[src/hdl/u16u8_pkg.sv]
// ----------------------------------------------------------------------------
// u16u8_pkg
// Types, codes and the UTF-8 encoder shared by the UTF-16 to UTF-8 unit.
// ----------------------------------------------------------------------------
`default_nettype none

package u16u8_pkg;

   localparam int QUEUE_DEPTH = 2;
   localparam int MAX_BEATS   = 4;

   localparam logic [15:0] HIGH_FIRST = 16'hD800;
   localparam logic [15:0] HIGH_LAST  = 16'hDBFF;
   localparam logic [15:0] LOW_FIRST  = 16'hDC00;
   localparam logic [15:0] LOW_LAST   = 16'hDFFF;
   // Offset of the supplementary planes, expressed on bits [20:10] of a code point.
   localparam logic [10:0] SUPP_BASE_HI = 11'h040;

   typedef enum logic [1:0] {
      ST_DATA     = 2'd0,
      ST_HIGH_ERR = 2'd1,
      ST_LOW_ERR  = 2'd2
   } status_type;

   typedef struct packed {
      status_type  status;
      logic [7:0]  data;
   } result_type;

   // One queued job: up to four beats and the index of the last one.
   typedef struct packed {
      logic [1:0]                 last_idx;
      result_type [MAX_BEATS-1:0] res;
   } entry_type;

   typedef struct packed {
      logic full;
      logic not_empty;
   } queue_status_type;

   typedef struct packed {
      logic [1:0]                 last_idx;
      logic [MAX_BEATS-1:0][7:0] bytes;
   } enc_type;

   function automatic enc_type encode_cp(input logic [20:0] cp);
      enc_type e;
      e.bytes = '0;
      if (cp[20:7] == 14'd0) begin
         e.last_idx = 2'd0;
         e.bytes[0] = {1'b0, cp[6:0]};
      end else if (cp[20:11] == 10'd0) begin
         e.last_idx = 2'd1;
         e.bytes[0] = {3'b110, cp[10:6]};
         e.bytes[1] = {2'b10, cp[5:0]};
      end else if (cp[20:16] == 5'd0) begin
         e.last_idx = 2'd2;
         e.bytes[0] = {4'b1110, cp[15:12]};
         e.bytes[1] = {2'b10, cp[11:6]};
         e.bytes[2] = {2'b10, cp[5:0]};
      end else begin
         e.last_idx = 2'd3;
         e.bytes[0] = {5'b11110, cp[20:18]};
         e.bytes[1] = {2'b10, cp[17:12]};
         e.bytes[2] = {2'b10, cp[11:6]};
         e.bytes[3] = {2'b10, cp[5:0]};
      end
      return e;
   endfunction

endpackage

`default_nettype wire

[src/hdl/u16u8_front.sv]
// ----------------------------------------------------------------------------
// u16u8_front
// Accepts key events, tracks a held high surrogate and builds the full list
// of result beats for each event as one queue entry.
// ----------------------------------------------------------------------------
`default_nettype none

module u16u8_front (
   input  wire logic                  clock,
   input  wire logic                  reset,
   input  wire logic                  in_valid,
   output logic                       in_ready,
   input  wire logic                  is_key_event,
   input  wire logic                  key_down,
   input  wire logic [15:0]           code_unit,
   input  wire u16u8_pkg::queue_status_type q_status,
   output logic                       push,
   output u16u8_pkg::entry_type       push_entry
);

   logic       pending_valid_ff, pending_valid_in;
   logic [9:0] pending_high_bits_ff, pending_high_bits_in;

   logic                        accept, drop, is_high, is_low, pair;
   logic [20:0]                 cp;
   u16u8_pkg::enc_type          enc;
   u16u8_pkg::result_type [3:0] lst;
   logic [2:0]                  lst_cnt, total;

   assign in_ready = !q_status.full;
   assign accept   = in_valid && in_ready;
   assign drop     = !is_key_event || !key_down || (code_unit == 16'd0);
   assign is_high  = (code_unit >= u16u8_pkg::HIGH_FIRST) && (code_unit <= u16u8_pkg::HIGH_LAST);
   assign is_low   = (code_unit >= u16u8_pkg::LOW_FIRST) && (code_unit <= u16u8_pkg::LOW_LAST);
   assign pair     = pending_valid_ff && is_low;

   // A pair is 0x10000 + (high << 10) + low, so only bits [20:10] need an add.
   assign cp  = pair ? {11'({1'b0, pending_high_bits_ff}) + u16u8_pkg::SUPP_BASE_HI,
                        code_unit[9:0]}
                     : {5'd0, code_unit};
   assign enc = u16u8_pkg::encode_cp(cp);

   always_comb begin
      for (int i = 0; i < 4; i++) begin
         lst[i] = '{status: u16u8_pkg::ST_DATA, data: enc.bytes[i]};
      end
      lst_cnt = 3'({1'b0, enc.last_idx}) + 3'd1;
      if (pair) begin
         lst_cnt = 3'({1'b0, enc.last_idx}) + 3'd1;
      end else if (is_high) begin
         lst_cnt = 3'd0;
      end else if (is_low) begin
         lst[0]  = '{status: u16u8_pkg::ST_LOW_ERR, data: 8'd0};
         lst_cnt = 3'd1;
      end

      // A held high surrogate that is not completed reports an error first.
      if (pending_valid_ff && !pair) begin
         push_entry.res[0] = '{status: u16u8_pkg::ST_HIGH_ERR, data: 8'd0};
         push_entry.res[1] = lst[0];
         push_entry.res[2] = lst[1];
         push_entry.res[3] = lst[2];
         total = lst_cnt + 3'd1;
      end else begin
         push_entry.res = lst;
         total = lst_cnt;
      end
      push_entry.last_idx = 2'(total - 3'd1);
   end

   assign push = accept && !drop && (total != 3'd0);

   always_comb begin
      pending_valid_in     = pending_valid_ff;
      pending_high_bits_in = pending_high_bits_ff;
      if (accept && !drop) begin
         if (is_high && !pair) begin
            pending_valid_in     = 1'b1;
            pending_high_bits_in = code_unit[9:0];
         end else begin
            pending_valid_in     = 1'b0;
            pending_high_bits_in = 10'd0;
         end
      end
   end

   always_ff @(posedge clock) begin
      if (reset) begin
         pending_valid_ff     <= 1'b0;
         pending_high_bits_ff <= 10'd0;
      end else begin
         pending_valid_ff     <= pending_valid_in;
         pending_high_bits_ff <= pending_high_bits_in;
      end
   end

endmodule

`default_nettype wire

[src/hdl/u16u8_queue.sv]
// ----------------------------------------------------------------------------
// u16u8_queue
// Small FIFO of beat lists between the classifier and the serializer.
// ----------------------------------------------------------------------------
`default_nettype none

module u16u8_queue #(
   parameter int DEPTH = u16u8_pkg::QUEUE_DEPTH
) (
   input  wire logic                     clock,
   input  wire logic                     reset,
   input  wire logic                     push,
   input  wire u16u8_pkg::entry_type     push_entry,
   input  wire logic                     pop,
   output u16u8_pkg::entry_type          head,
   output u16u8_pkg::queue_status_type   q_status
);

   localparam int PTR_W = (DEPTH > 1) ? $clog2(DEPTH) : 1;
   localparam int CNT_W = $clog2(DEPTH + 1);

   u16u8_pkg::entry_type store [DEPTH];

   logic [PTR_W-1:0] wr_ptr_ff, wr_ptr_in, rd_ptr_ff, rd_ptr_in;
   logic [CNT_W-1:0] count_ff, count_in;

   assign head               = store[rd_ptr_ff];
   assign q_status.full      = (count_ff == CNT_W'(DEPTH));
   assign q_status.not_empty = (count_ff != '0);

   always_comb begin
      wr_ptr_in = wr_ptr_ff;
      rd_ptr_in = rd_ptr_ff;
      count_in  = count_ff;
      if (push) begin
         wr_ptr_in = (wr_ptr_ff == PTR_W'(DEPTH - 1)) ? '0 : wr_ptr_ff + PTR_W'(1);
      end
      if (pop) begin
         rd_ptr_in = (rd_ptr_ff == PTR_W'(DEPTH - 1)) ? '0 : rd_ptr_ff + PTR_W'(1);
      end
      if (push && !pop) begin
         count_in = count_ff + CNT_W'(1);
      end else if (pop && !push) begin
         count_in = count_ff - CNT_W'(1);
      end
   end

   always_ff @(posedge clock) begin
      if (push) begin
         store[wr_ptr_ff] <= push_entry;
      end
   end

   always_ff @(posedge clock) begin
      if (reset) begin
         wr_ptr_ff <= '0;
         rd_ptr_ff <= '0;
         count_ff  <= '0;
      end else begin
         wr_ptr_ff <= wr_ptr_in;
         rd_ptr_ff <= rd_ptr_in;
         count_ff  <= count_in;
      end
   end

endmodule

`default_nettype wire

[src/hdl/u16u8_back.sv]
// ----------------------------------------------------------------------------
// u16u8_back
// Walks the beats of the queue head into the output register, one per cycle unless a held beat waits on out_ready.
// ----------------------------------------------------------------------------
`default_nettype none

module u16u8_back (
   input  wire logic                     clock,
   input  wire logic                     reset,
   input  wire u16u8_pkg::entry_type     head,
   input  wire u16u8_pkg::queue_status_type q_status,
   output logic                          pop,
   output logic                          out_valid,
   input  wire logic                     out_ready,
   output u16u8_pkg::status_type         out_status,
   output logic [7:0]                    out_data,
   output logic                          out_last
);

   logic [1:0]            beat_ff, beat_in;
   logic                  valid_ff, valid_in;
   u16u8_pkg::result_type res_ff;
   logic                  last_ff;
   logic                  load, is_last;

   assign load    = q_status.not_empty && (!valid_ff || out_ready);
   assign is_last = (beat_ff == head.last_idx);
   assign pop     = load && is_last;

   always_comb begin
      beat_in  = beat_ff;
      valid_in = valid_ff;
      if (load) begin
         valid_in = 1'b1;
         beat_in  = is_last ? 2'd0 : beat_ff + 2'd1;
      end else if (out_ready) begin
         valid_in = 1'b0;
      end
   end

   always_ff @(posedge clock) begin
      if (reset) begin
         beat_ff  <= 2'd0;
         valid_ff <= 1'b0;
      end else begin
         beat_ff  <= beat_in;
         valid_ff <= valid_in;
      end
   end

   always_ff @(posedge clock) begin
      if (load) begin
         res_ff  <= head.res[beat_ff];
         last_ff <= is_last;
      end
   end

   assign out_valid  = valid_ff;
   assign out_status = res_ff.status;
   assign out_data   = res_ff.data;
   assign out_last   = last_ff;

endmodule

`default_nettype wire

[src/hdl/utf16_key_event_to_utf8_unit.sv]
// ----------------------------------------------------------------------------
// utf16_key_event_to_utf8_unit
// Converts key events carrying UTF-16 code units into a UTF-8 byte stream.
// ----------------------------------------------------------------------------
// Input channel (req_): one key event per beat. Events that are not key
// presses, or that carry a zero unit, are consumed silently. A high
// surrogate is held until the next unit arrives.
// Output channel (rsp_): one UTF-8 byte or error code per beat; tlast marks
// the final beat caused by one event. An error beat carries a zero byte.
// The front stage accepts one event per cycle while the job queue has room
// and turns it into a list of 1 to 4 beats, or none for a high surrogate
// that is held. The back stage sends one beat per cycle while rsp_tready
// is high, so the output port limits sustained throughput. Each event's
// beats pass through the job queue and then the output register.
// When rsp_tready is low the output register holds its beat, the queue
// fills, and req_tready drops once QUEUE_DEPTH jobs wait.
// Reset clears the held surrogate, the queue and the output valid.
// ----------------------------------------------------------------------------
`default_nettype none

module utf16_key_event_to_utf8_unit #(
   parameter int QUEUE_DEPTH = u16u8_pkg::QUEUE_DEPTH
) (
   input  wire logic        clock,
   input  wire logic        reset,
   input  wire logic        req_tvalid,
   output logic             req_tready,
   input  wire logic [15:0] req_tdata,   // [15:0] code_unit
   input  wire logic [1:0]  req_tuser,   // [0] is_key_event, [1] key_down
   output logic             rsp_tvalid,
   input  wire logic        rsp_tready,
   output logic [7:0]       rsp_tdata,   // [7:0] utf8_byte
   output logic [1:0]       rsp_tuser,   // [1:0] status
   output logic             rsp_tlast    // last_of_run
);

   logic                        push, pop;
   u16u8_pkg::entry_type        push_entry, head;
   u16u8_pkg::queue_status_type q_status;
   u16u8_pkg::status_type       out_status;

   u16u8_front u_front (
      .clock        (clock),
      .reset        (reset),
      .in_valid     (req_tvalid),
      .in_ready     (req_tready),
      .is_key_event (req_tuser[0]),
      .key_down     (req_tuser[1]),
      .code_unit    (req_tdata),
      .q_status     (q_status),
      .push         (push),
      .push_entry   (push_entry)
   );

   u16u8_queue #(
      .DEPTH (QUEUE_DEPTH)
   ) u_queue (
      .clock      (clock),
      .reset      (reset),
      .push       (push),
      .push_entry (push_entry),
      .pop        (pop),
      .head       (head),
      .q_status   (q_status)
   );

   u16u8_back u_back (
      .clock      (clock),
      .reset      (reset),
      .head       (head),
      .q_status   (q_status),
      .pop        (pop),
      .out_valid  (rsp_tvalid),
      .out_ready  (rsp_tready),
      .out_status (out_status),
      .out_data   (rsp_tdata),
      .out_last   (rsp_tlast)
   );

   assign rsp_tuser = out_status;

endmodule

`default_nettype wire

[config.mk]
export PLATFORM = sky130hd
export DESIGN_NAME = utf16_key_event_to_utf8_unit
export DESIGN_NICKNAME = d
export VERILOG_FILES = /design/src/hdl/u16u8_pkg.sv /design/src/hdl/u16u8_front.sv /design/src/hdl/u16u8_queue.sv /design/src/hdl/u16u8_back.sv /design/src/hdl/utf16_key_event_to_utf8_unit.sv
export SDC_FILE = /design/constraint.sdc
export NUM_CORES = 1
export LEC_CHECK = 0
export BUFFER_PORTS_ARGS = -buffer_cell sky130_fd_sc_hd__buf_2
export CAP_MARGIN = 20
export CORE_AREA = 3 3 107 109
export DETAILED_ROUTE_END_ITERATION = 8
export DIE_AREA = 0 0 110 112
export GPL_TIMING_DRIVEN = 0
export HOLD_SLACK_MARGIN = 0.12
export PLACE_DENSITY = 0.68
export SLEW_MARGIN = 20
export SYNTH_ARGS = -nofsm -noshare
export SYNTH_HDL_FRONTEND = slang
export SYNTH_SLANG_ARGS = --single-unit
export TNS_END_PERCENT = 5
[constraint.sdc]
create_clock -name clock -period 2.9 [get_ports clock]
set_clock_uncertainty 0.2 [all_clocks]
set_input_delay 0.145 -clock clock [delete_from_list [all_inputs] [get_ports clock]]
set_output_delay 0.145 -clock clock [all_outputs]
set_load 0.05 [all_outputs]
==> run summary, run 1 <==
==========================================================================================
Die H .......................................................................       112 um
Number of global-route vias before repair ...................................         3212
Antenna Diode Count .........................................................            0
Clock root buffer ...........................................................     clkbuf_8
Number of search-and-repair iterations in the first detailed-routing pass ...            5
Outcome .....................................................................    completed
Final #Nets .................................................................          457
Startpoint types ............................................................    input pin
FILL cells ..................................................................          941
Relative slew slack .........................................................       31.81%
Period Utilization, post-route ..............................................       95.81%
Overall via count from detail_route .........................................         3199
Distinct cell type count after synthesis ....................................           68
Most prevalent standard cell on the critical path ........................... dlygate4sd3_1
Aggregate global-route resource usage .......................................       18.13%
Number of buffers added by the clock tree synthesis step ....................            9
Ratio of total power to cell area ........................................... 565.8 nW/um^2
Core area ...................................................................   10700 um^2
Wire length per cell ........................................................     17.74 um
Most used flip-flop cell after synthesis ....................................     edfxtp_1
Half-perimeter wire length after placement ..................................      7276 um
Maximum number of pins on one net before global-route repair ................           36
Worst Path Required .........................................................      2.97 ns
Top-area cell type share of the netlist area ................................       51.36%
Skew-Pair Late Insertion Delay ..............................................      0.37 ns
Synthesized instance count ..................................................          369
Number of warnings reported in the yosys synthesis log ......................            0
Initial Util ................................................................       44.27%
RSZ-0062 raised after global routing ........................................           no
Highest achievable clock rate ...............................................   0.3599 GHz
Depth of the most critical reg-to-reg path ..................................            9
Setup Total Neg Slack .......................................................         0 ns
Final setup viols ...........................................................            0
Register cell area after layout .............................................    2813 um^2
Hold depth ..................................................................            3
Endpoint of the worst setup timing path ..................................... u_front.pending_high_bits_ff[0]
CP Data Arrival Time ........................................................      2.84 ns
Proportion of synthesized chip area in sequential cells .....................       59.39%
Antenna violations before repair ............................................            0
Number of clock sinks .......................................................          100
FF-to-FF End ................................................................ u_queue.store[0][24]
Fraction of final layout cells with drive strength greater than 1 ...........       22.15%
First-pass GRT wire length ..................................................     16840 um
End-of-flow core utilization ................................................       51.54%
Source of the critical timing path .......................................... req_tdata[7]
Vias per Instance ...........................................................        5.535
Multi-input gate area .......................................................    1813 um^2
Maximum VDD drop ............................................................  0.0003497 V
Crit path kind .............................................................. input pin to register
Mapped cell area ............................................................    4736 um^2
Avg Cell Area, Syn ..........................................................   12.83 um^2
Pins Over Slew Limit ........................................................            0
Synth area leaders .......................................................... edfxtp_1, dfxtp_1, mux4_2
CP Max Fanout ...............................................................            6
TritonCTS clock tree ........................................................         done
Top cells by instance count after synthesis ................................. edfxtp_1, nor2_1, a21oi_1
Synth-to-layout area growth .................................................       16.43%
Die area ....................................................................   12320 um^2
Launching point of the worst reg2reg path ................................... u_front.pending_high_bits_ff[6]
Worst Min Path Start ........................................................ req_tdata[15]
Period minus WS final .......................................................     2.778 ns
Slew at the pin with the worst max-slew slack ...............................     1.020 ns
Number of port buffers ......................................................           31
CP endpoint kind ............................................................     register
Number of enable flip-flop cells after synthesis ............................           81
Static leakage ..............................................................     1.877 nW
Setup slack, reg-to-reg .....................................................      0.22 ns
Library cell with the largest summed area after synthesis ...................     edfxtp_1
Remaining Overflow, GRT .....................................................            0
Remaining design rule violation count .......................................            0
DRT iter0 DRCs ..............................................................          220
Placer Congestion ...........................................................       0.9766
Post-synth ARST share .......................................................           0%
Count of H-tree levels built during CTS .....................................            3
Max Buffers Root-to-Sink ....................................................            2
Top-level I/O count .........................................................           35
Total of flip-flops plus latches after synthesis ............................          100
Total power .................................................................     3.120 mW
Die Span X ..................................................................       110 um
Hold Vio Cnt, Final .........................................................            0
Number of max-cap violations ................................................            0
Longest individual stage delay on the worst path ............................      0.57 ns
Clock edge transition at the registers on the reported setup and hold paths .      0.10 ns
Post-DRT Antenna Nets .......................................................            0
Most repeated cell in the gate-level netlist after synthesis ................     edfxtp_1
Worst Hold Margin ...........................................................    0.1627 ns
Num rows ....................................................................           38
Cells along the critical path ............................................... dlygate4sd3_1 -> buf_2 -> or3_1 -> nor2_2 -> a21oi_1 -> nand3_1 -> dlygate4sd3_1 -> a21oi_1 -> dlygate4sd3_1
Total length of routed wires ................................................     10250 um
Worst-path cell with the longest stage delay ................................ dlygate4sd3_1
Min-delay worst type ........................................................ input pin to register
==========================================================================================
-- sequential cells by signal, indices dropped and copies added, names as in the netlist, named ones only --
| signal | flops |
|---|---|
| u_back.out_valid | 1 |
| u_back.beat_ff | 2 |
| u_front.pending_high_bits_ff | 10 |
| u_back.out_last | 1 |
| u_queue.wr_ptr_ff | 1 |
| u_back.out_status | 2 |
| u_front.pending_valid_ff | 1 |
| u_queue.rd_ptr_ff | 1 |
| u_queue.store | 70 |
| u_queue.count_ff | 2 |
| u_back.out_data | 8 |
-- report_power, final --
part | total [mW] | switching (mW) | internal [mW]
clock | 0.974 | 0.483 | 0.491
sequential | 1.65 | 0.0233 | 1.63
combinational | 0.495 | 0.317 | 0.178
total | 3.12 | 0.823 | 2.30
-- worst max-delay path: cells and delay by family --
| kind | cells | cell delay [ns] |
|---|---|---|
| and+or+nand+nor | 3 | 0.68 |
| buffers and inverters | 4 | 1.83 |
| AOI/OAI and AO/OA | 2 | 0.17 |
-- per-layer routing --
layer | GRT usage, % | vias up | wire length, um
met5 | 0 | - | 0
met4 | 6.401 | 0 | 155
met3 | 4.290 | 12 | 648
met2 | 28.16 | 102 | 4892
met1 | 24.87 | 1545 | 4555
li1 | - | 1540 | -
-- metrics by stage --
stage / instance area [um^2] / instances / setup WS (ns)
finish: 5514 / 578 / 0.1216
CTS: 5508 / 578 / 0.1006
floorplan: 4748 / 370 / 0.2388
global route: 5514 / 578 / 0.01746
global placement: 5079 / 541 / 0.1513
detailed placement: 5079 / 541 / 0.1210
-- layout make-up --
cell class / count / area share, %
Multi-Input combinational cell: 243 / 32.88
Clock buffer: 9 / 2.246
Clock inverter: 7 / 1.725
Buffer: 21 / 1.929
Timing Repair Buffer: 52 / 6.626
Inverter: 6 / 0.4084
Tap cell: 140 / 3.177
Sequential cell: 100 / 51.01
-- cells by family (layout without fill, tap and decap cells) --
family,Yosys count,after routing,synth area share (%)
xor+xnor,8,8,1.479
compound gates,82,82,12.18
buf+inv,27,95,2.721
flops,100,100,59.39
other cells,1,2,0.07918
simple gates,120,120,13.08
fa+ha+maj,2,2,0.5283
mux,29,29,10.54
-- cells in the final DEF (no fill, tap or decap), types with 4 or more instances in the layout --
| master | instances |
|---|---|
| nor3_1 | 6 |
| xor2_1 | 4 |
| nand3_1 | 15 |
| mux4_2 | 16 |
| clkbuf_1 | 12 |
| mux2_2 | 7 |
| o21ai_0 | 16 |
| and2_1 | 6 |
| inv_1 | 5 |
| xnor2_1 | 4 |
| dfxtp_1 | 19 |
| a21oi_1 | 26 |
| edfxtp_1 | 81 |
| a211oi_1 | 5 |
| buf_2 | 35 |
| and3_1 | 4 |
| nand2_1 | 25 |
| mux2i_1 | 6 |
| clkbuf_8 | 9 |
| nor2_1 | 33 |
| nor4_1 | 4 |
| dlygate4sd3_1 | 21 |
-- worst min path at each step --
stage                                            endpoint  slack [ns]
after floorplan           u_front.pending_high_bits_ff[0]         0.1
after global placement                   u_back.out_valid        0.24
after detailed placement                 u_back.out_valid        0.24
after CTS                            u_queue.store[0][39]        0.15
after global routing                 u_queue.store[0][39]        0.18
final                                u_queue.store[0][39]        0.16
-- repair_timing --
item                                    CTS  global route
hold buffers                             21             0
buffers inserted                          0             0
resized for setup                         0             3
hold endpoints to repair                 38             0
endpoints found under the setup margin    0            88
Note: power is estimated with default switching activity, not from simulation.
==> run 2, diff against run 1 <==
Settings changed: ABC_AREA from default to 1, CORE_AREA 3 3 107 109 to 3 3 109 111, DIE_AREA 0 0 110 112 to 0 0 112 114.
==> run summary, run 2 <==
==========================================================================================
Outcome .....................................................................    completed
Relative slew slack .........................................................       61.17%
Startpoint types ............................................................    input pin
Leading cell type in the layout, fill and taps excluded .....................      nand2_1
Top cells by instance count after synthesis ................................. nand2_1, edfxtp_1, nor2_1
Wire length per cell ........................................................     15.91 um
Top-level I/O count .........................................................           35
Net Sw Power ................................................................     1.083 mW
Combinational family with the most area after synthesis ..................... simple AND/OR/NAND/NOR gates
Number of enable flip-flop cells after synthesis ............................           81
Pins Over Slew Limit ........................................................            0
Antenna Diode Count .........................................................            0
Synth Area in Simple Gates ..................................................       22.39%
Depth of the most critical reg-to-reg path ..................................           13
TritonCTS clock tree ........................................................         done
Synth area leaders .......................................................... edfxtp_1, nand2_1, dfxtp_1
FF-to-FF End ................................................................ u_queue.count_ff[1]
Final #Nets .................................................................          632
Synth-to-layout area growth .................................................       17.79%
Worst Min Path Start ........................................................ req_tdata[10]
Clock network power share ...................................................        28.8%
Worst Hold Margin ...........................................................    0.2338 ns
Hold Vio Cnt, Final .........................................................            0
Die H .......................................................................       114 um
Switching share of power ....................................................       31.53%
Number of buffers added by the clock tree synthesis step ....................            9
Number of warnings reported in the yosys synthesis log ......................            0
Setup slack, reg-to-reg .....................................................      0.25 ns
Placer Congestion ...........................................................       0.9231
Highest achievable clock rate ...............................................   0.3501 GHz
Library cell with the largest summed area after synthesis ...................     edfxtp_1
Complex-gate fraction of the synthesized area ...............................       13.10%
Mapped cell area ............................................................    4901 um^2
Number of port buffers ......................................................           33
Maximum VDD drop ............................................................  0.0003593 V
Num rows ....................................................................           38
Proportion of synthesized chip area in sequential cells .....................       57.39%
Fraction of final layout cells with drive strength greater than 1 ...........       15.01%
Power Internal ..............................................................     2.352 mW
Top library cells by usage in the layout, fill and taps aside ............... nand2_1, edfxtp_1, nor2_1
Final setup viols ...........................................................            0
Most used flip-flop cell after synthesis ....................................     edfxtp_1
Post-synthesis adder-cell area fraction .....................................      0.5106%
Crit path kind .............................................................. input pin to register
Power share of the sequential group .........................................        49.2%
Number of clock sinks .......................................................          100
Max Buffers Root-to-Sink ....................................................            2
CP Data Arrival Time ........................................................      2.97 ns
Avg Cell Area, Syn ..........................................................   9.093 um^2
Clock root buffer ...........................................................     clkbuf_8
Register with the most flip-flops ........................................... u_queue.store
RSZ-0062 raised after global routing ........................................          yes
Aggregate global-route resource usage .......................................       19.15%
Antenna violations before repair ............................................            0
Min-delay worst type ........................................................ input pin to register
Die Span X ..................................................................       112 um
CP Max Fanout ...............................................................           10
Setup Total Neg Slack .......................................................         0 ns
Total length of routed wires ................................................     11980 um
DRT iter0 DRCs ..............................................................          431
Ratio of total power to cell area ........................................... 595.0 nW/um^2
Fraction of synthesized area in multiplexers ................................           0%
Remaining design rule violation count .......................................            0
Clock edge transition at the registers on the reported setup and hold paths .      0.10 ns
Synth Area in XOR/XNOR ......................................................      0.8935%
Skew-Pair Late Insertion Delay ..............................................      0.37 ns
Post-synth ARST share .......................................................           0%
Half-perimeter wire length after placement ..................................      8609 um
Slew at the pin with the worst max-slew slack ...............................    0.5824 ns
Period minus WS final .......................................................     2.857 ns
Initial Util ................................................................       45.01%
Static leakage ..............................................................     2.149 nW
Hold depth ..................................................................            3
Number of global-route vias before repair ...................................         3804
Count of H-tree levels built during CTS .....................................            3
Top-area cell type share of the netlist area ................................       49.63%
Distinct cell type count after synthesis ....................................           35
Remaining Overflow, GRT .....................................................            0
Die area ....................................................................   12770 um^2
Post-DRT Antenna Nets .......................................................            0
Vias per Instance ...........................................................        5.356
CP endpoint kind ............................................................     register
End point of the worst hold path ............................................ u_queue.store[0][27]
Overall via count from detail_route .........................................         4033
Synthesized instance count ..................................................          539
Most repeated cell in the gate-level netlist after synthesis ................      nand2_1
Max FFs per register ........................................................           70
Core area ...................................................................   10890 um^2
Number of search-and-repair iterations in the first detailed-routing pass ...            5
Period Utilization, post-route ..............................................       98.50%
Worst Path Required .........................................................      3.01 ns
Number of max-cap violations ................................................            0
Total of flip-flops plus latches after synthesis ............................          100
Combinational share of power ................................................        22.0%
Maximum number of pins on one net before global-route repair ................           27
First-pass GRT wire length ..................................................     19230 um
==========================================================================================
==> run 2: per-layer routing <==
layer | global-route usage [%] | vias to the layer above | share of wire, % | routed length (um)
met2 | 32.69 | 153 | 50 | 5950
li1 | - | 1991 | - | -
met3 | 3.024 | 18 | 6.2 | 739
met4 | 6.330 | 0 | 1.6 | 187
met1 | 25.14 | 1871 | 43 | 5100
met5 | 0 | - | 0 | 0
==> run 2: final cells by class <==
class                   instances  area, um^2
repair buffers                 57       429.2
clock inverters                 3       26.28
multi-input cells             371        1851
clock buffers                  13       202.7
flip-flops and latches        100        2813
fillers                       990        5115
well taps                     140       175.2
plain buffers                  23       103.9
inverters                      46       172.7
==> run 2: power by group through the flow <==
| stage | Combinational (mW) | Clock (mW) | Sequential (mW) |
|---|---|---|---|
| floorplan | 0.351 | 0 | 1.88 |
| global placement | 0.706 | 0 | 1.72 |
| detailed placement | 0.738 | 0 | 1.72 |
| CTS | 0.754 | 1.00 | 1.69 |
| global route | 0.829 | 1.07 | 1.70 |
| finish | 0.756 | 0.990 | 1.69 |
==> run 2: repair_timing <==
item,4_1_cts,5_1_grt
hold buffers,20,0
resized for setup,0,6
setup buffers,0,2
setup endpoints to repair,0,49
endpoints found under the hold margin,27,0
==> run 2: worst max-delay path by stage <==
stage | from | slack [ns] | depth (start not counted) | end
finish | req_tvalid | 0.04 | 11 | u_front.pending_high_bits_ff[2]
global route | req_tvalid | -0.12 | 11 | u_front.pending_high_bits_ff[2]
CTS | register | 0.01 | 13 | u_queue.count_ff[1]
detailed placement | register | 0.03 | 13 | u_queue.count_ff[1]
global placement | u_front.pending_valid_ff | -1.12 | 5 | u_queue.store[0][38]
floorplan | u_front.pending_valid_ff | -0.21 | 5 | u_queue.store[0][0]
==> run 2: cells by family after synthesis <==
| family | after synthesis |
|---|---|
| and+or+nand+nor | 246 |
| other | 1 |
| adders and majority gates | 2 |
| AOI/OAI and AO/OA | 116 |
| xor gates and xnor gates | 5 |
| buffers and inverters | 69 |
| DFF | 100 |
==> run 2: worst max-delay path, stage by stage <==
cell           delay [ns]
dlygate4sd3_1        0.52
buf_2                0.10
nand3_1              0.06
dlygate4sd3_1        0.58
nor2_2               0.12
nand2_2              0.10
nor2_4               0.10
clkbuf_1             0.35
nand2_1              0.13
a21oi_1              0.19
dlygate4sd3_1        0.58
==> run 2: stage by stage <==
step           instances  power [mW]  setup WS, ns  util (%)  instance area [um^2]
3_5_place_dp         716       2.462       0.03354     48.89                  5323
3_3_place_gp         713       2.430        -1.123     48.20                  5248
5_1_grt              753       3.596       -0.1220     53.02                  5773
6_report             753       3.435       0.04337     53.02                  5773
2_1_floorplan        540       2.232       -0.2119         -                  4907
4_1_cts              752       3.446       0.01461     52.83                  5752
==> run 3, diff against run 2 <==
Settings changed: CELL_PAD_IN_SITES_DETAIL_PLACEMENT from default to 0, CELL_PAD_IN_SITES_GLOBAL_PLACEMENT from default to 1, CORE_AREA 3 3 109 111 to 3 3 118 109, DIE_AREA 0 0 112 114 to 0 0 121 112, PLACE_DENSITY 0.68 to 0.79.
==> run summary, run 3 (same netlist as run 2, synthesis figures left out) <==
==========================================================================================
Max FFs per register ........................................................           70
Relative slew slack .........................................................       56.56%
Period minus WS final .......................................................     2.657 ns
Worst Path Required .........................................................      2.76 ns
Maximum number of pins on one net before global-route repair ................           21
Antenna violations before repair ............................................            0
Count of H-tree levels built during CTS .....................................            3
Initial Util ................................................................       41.40%
CP Max Fanout ...............................................................           10
Worst Hold Margin ...........................................................    0.1267 ns
Vias per Instance ...........................................................        5.214
Core area ...................................................................   11840 um^2
Number of buffers added by the clock tree synthesis step ....................            9
Die H .......................................................................       112 um
Placer Congestion ...........................................................       0.8507
CP Data Arrival Time ........................................................      2.52 ns
Detailed-routing wirelength on met1 .........................................      5366 um
Num rows ....................................................................           38
Leading cell type in the layout, fill and taps excluded .....................      nand2_1
Die Span X ..................................................................       121 um
Half-perimeter wire length after placement ..................................      8930 um
Clock edge transition at the registers on the reported setup and hold paths .      0.07 ns
Top library cells by usage in the layout, fill and taps aside ............... nand2_1, edfxtp_1, nor2_1
Final setup viols ...........................................................            0
TritonCTS clock tree ........................................................         done
Number of max-cap violations ................................................            0
Number of clock sinks .......................................................          100
First-pass GRT wire length ..................................................     19290 um
Post-DRT Antenna Nets .......................................................            0
Static leakage ..............................................................     2.191 nW
Uppermost layer routed ......................................................         met4
Aggregate global-route resource usage .......................................       18.16%
CP endpoint kind ............................................................     register
Crit path max-delay family .................................................. compound AO/OA/AOI/OAI gates
Min-delay worst type ........................................................ input pin to register
FILL cells ..................................................................         1091
RSZ-0062 raised after global routing ........................................           no
Met2 wire length ............................................................      5697 um
Final #Nets .................................................................          629
Die area ....................................................................   13550 um^2
Maximum VDD drop ............................................................  0.0003274 V
Number of port buffers ......................................................           33
Cell count after placement ..................................................          736
Total power .................................................................     3.738 mW
Setup bufs post-CTS .........................................................            0
Max Buffers Root-to-Sink ....................................................            2
Slew at the pin with the worst max-slew slack ...............................    0.6501 ns
Register with the most flip-flops ........................................... u_queue.store
Total length of routed wires ................................................     12010 um
Highest achievable clock rate ...............................................   0.3764 GHz
Ratio of total power to cell area ........................................... 637.5 nW/um^2
Crit path kind .............................................................. register to register
Top-level I/O count .........................................................           35
Number of global-route vias before repair ...................................         3741
Synth-to-layout area growth .................................................       19.66%
Clock root buffer ...........................................................    clkbuf_16
Startpoint types ............................................................     register
Hold Vio Cnt, Final .........................................................            0
Number of search-and-repair iterations in the first detailed-routing pass ...            6
Worst-path cell with the longest stage delay ................................      dfxtp_1
Outcome .....................................................................    completed
Antenna Diode Count .........................................................            0
Wire length per cell ........................................................     15.60 um
Crit path buffers/inverters .................................................            3
Fraction of final layout cells with drive strength greater than 1 ...........       14.10%
Skew-Pair Late Insertion Delay ..............................................      0.34 ns
Overall via count from detail_route .........................................         4015
Remaining design rule violation count .......................................            0
Pins Over Slew Limit ........................................................            0
Cells along the critical path ............................................... ha_1 -> nand2_1 -> inv_1 -> nor2_1 -> o31ai_2 -> nand2_4 -> inv_2 -> clkbuf_1 -> o21ai_0 -> nand3_1 -> o21ai_1
Met3 Routed Length ..........................................................       755 um
Longest individual stage delay on the worst path ............................      0.45 ns
Remaining Overflow, GRT .....................................................            0
Final instance count without filler cells ...................................          770
Period Utilization, post-route ..............................................       91.61%
DRT iter0 DRCs ..............................................................          344
==========================================================================================
run 3: cell types whose count changed in the layout (fill, tap and decap cells not counted), sizes merged:
cell | previous run | this run
buf | 42 | 40
clkinv | 1 | 3
dlygate4sd3 | 19 | 18
clkbuf | 32 | 28
bufinv | 0 | 2
run 3: per-stage QoR:
| step | area (um^2) | util, % | setup slack [ns] | setup TNS [ns] |
|---|---|---|---|---|
| CTS | 5864 | 49.54 | 0.01834 | 0 |
| global route | 5864 | 49.54 | 0.004837 | 0 |
| detailed placement | 5355 | 45.23 | -0.03716 | -0.03716 |
| global placement | 5273 | 44.54 | -1.114 | -48.44 |
| finish | 5864 | 49.54 | 0.2434 | 0 |
| floorplan | 4907 | - | -0.2119 | -7.416 |
run 3: where the power goes:
part	leakage (nW)	switching [mW]	total [mW]	internal (mW)
registers	0.874	0.0291	1.69	1.66
logic	1.16	0.534	0.741	0.207
clock network	0.161	0.535	1.30	0.770
total	2.19	1.10	3.74	2.64
run 3: worst min-delay path, stage by stage:
cell and delay (ns):
clkbuf_1 0.17, inv_1 0.15, o21ai_0 0.09, nor2_1 0.08
run 3: repair_timing:
item                                    in CTS  in global routing
hold buffers                                18                  0
gates resized for setup                      0                  1
endpoints found under the hold margin       16                  0
endpoints found under the setup margin       0                  1
run 3: layout make-up:
type	count	area [um^2]	share of cell area, %
Sequential cell	100	2813	47.96
Multi-Input combinational cell	371	1834	31.28
Timing Repair Buffer	54	411.6	7.019
Inverter	46	172.7	2.944
Buffer	23	103.9	1.771
Clock inverter	7	103.9	1.771
Clock buffer	9	225.2	3.840
Tap cell	160	200.2	3.414
run 3: routing by layer:
| layer | vias up | global-route usage [%] |
|---|---|---|
| li1 | 1992 | - |
| met3 | 12 | 4.012 |
| met1 | 1881 | 25.05 |
| met4 | 0 | 5.060 |
| met5 | - | 0 |
| met2 | 130 | 29.00 |
run 3: worst paths after layout:
| kind | slack (ns) | end | cells past startpoint | from |
|---|---|---|---|---|
| max | 0.24 | u_queue.store[0][14] | 11 | u_front.pending_high_bits_ff[6] |
| min | 0.13 | u_queue.wr_ptr_ff | 4 | reset |
| max reg2reg | 0.24 | u_queue.store[0][14] | 11 | u_front.pending_high_bits_ff[6] |
| min reg2reg | 0.27 | u_front.pending_high_bits_ff[4] | 2 | u_front.pending_high_bits_ff[4] |
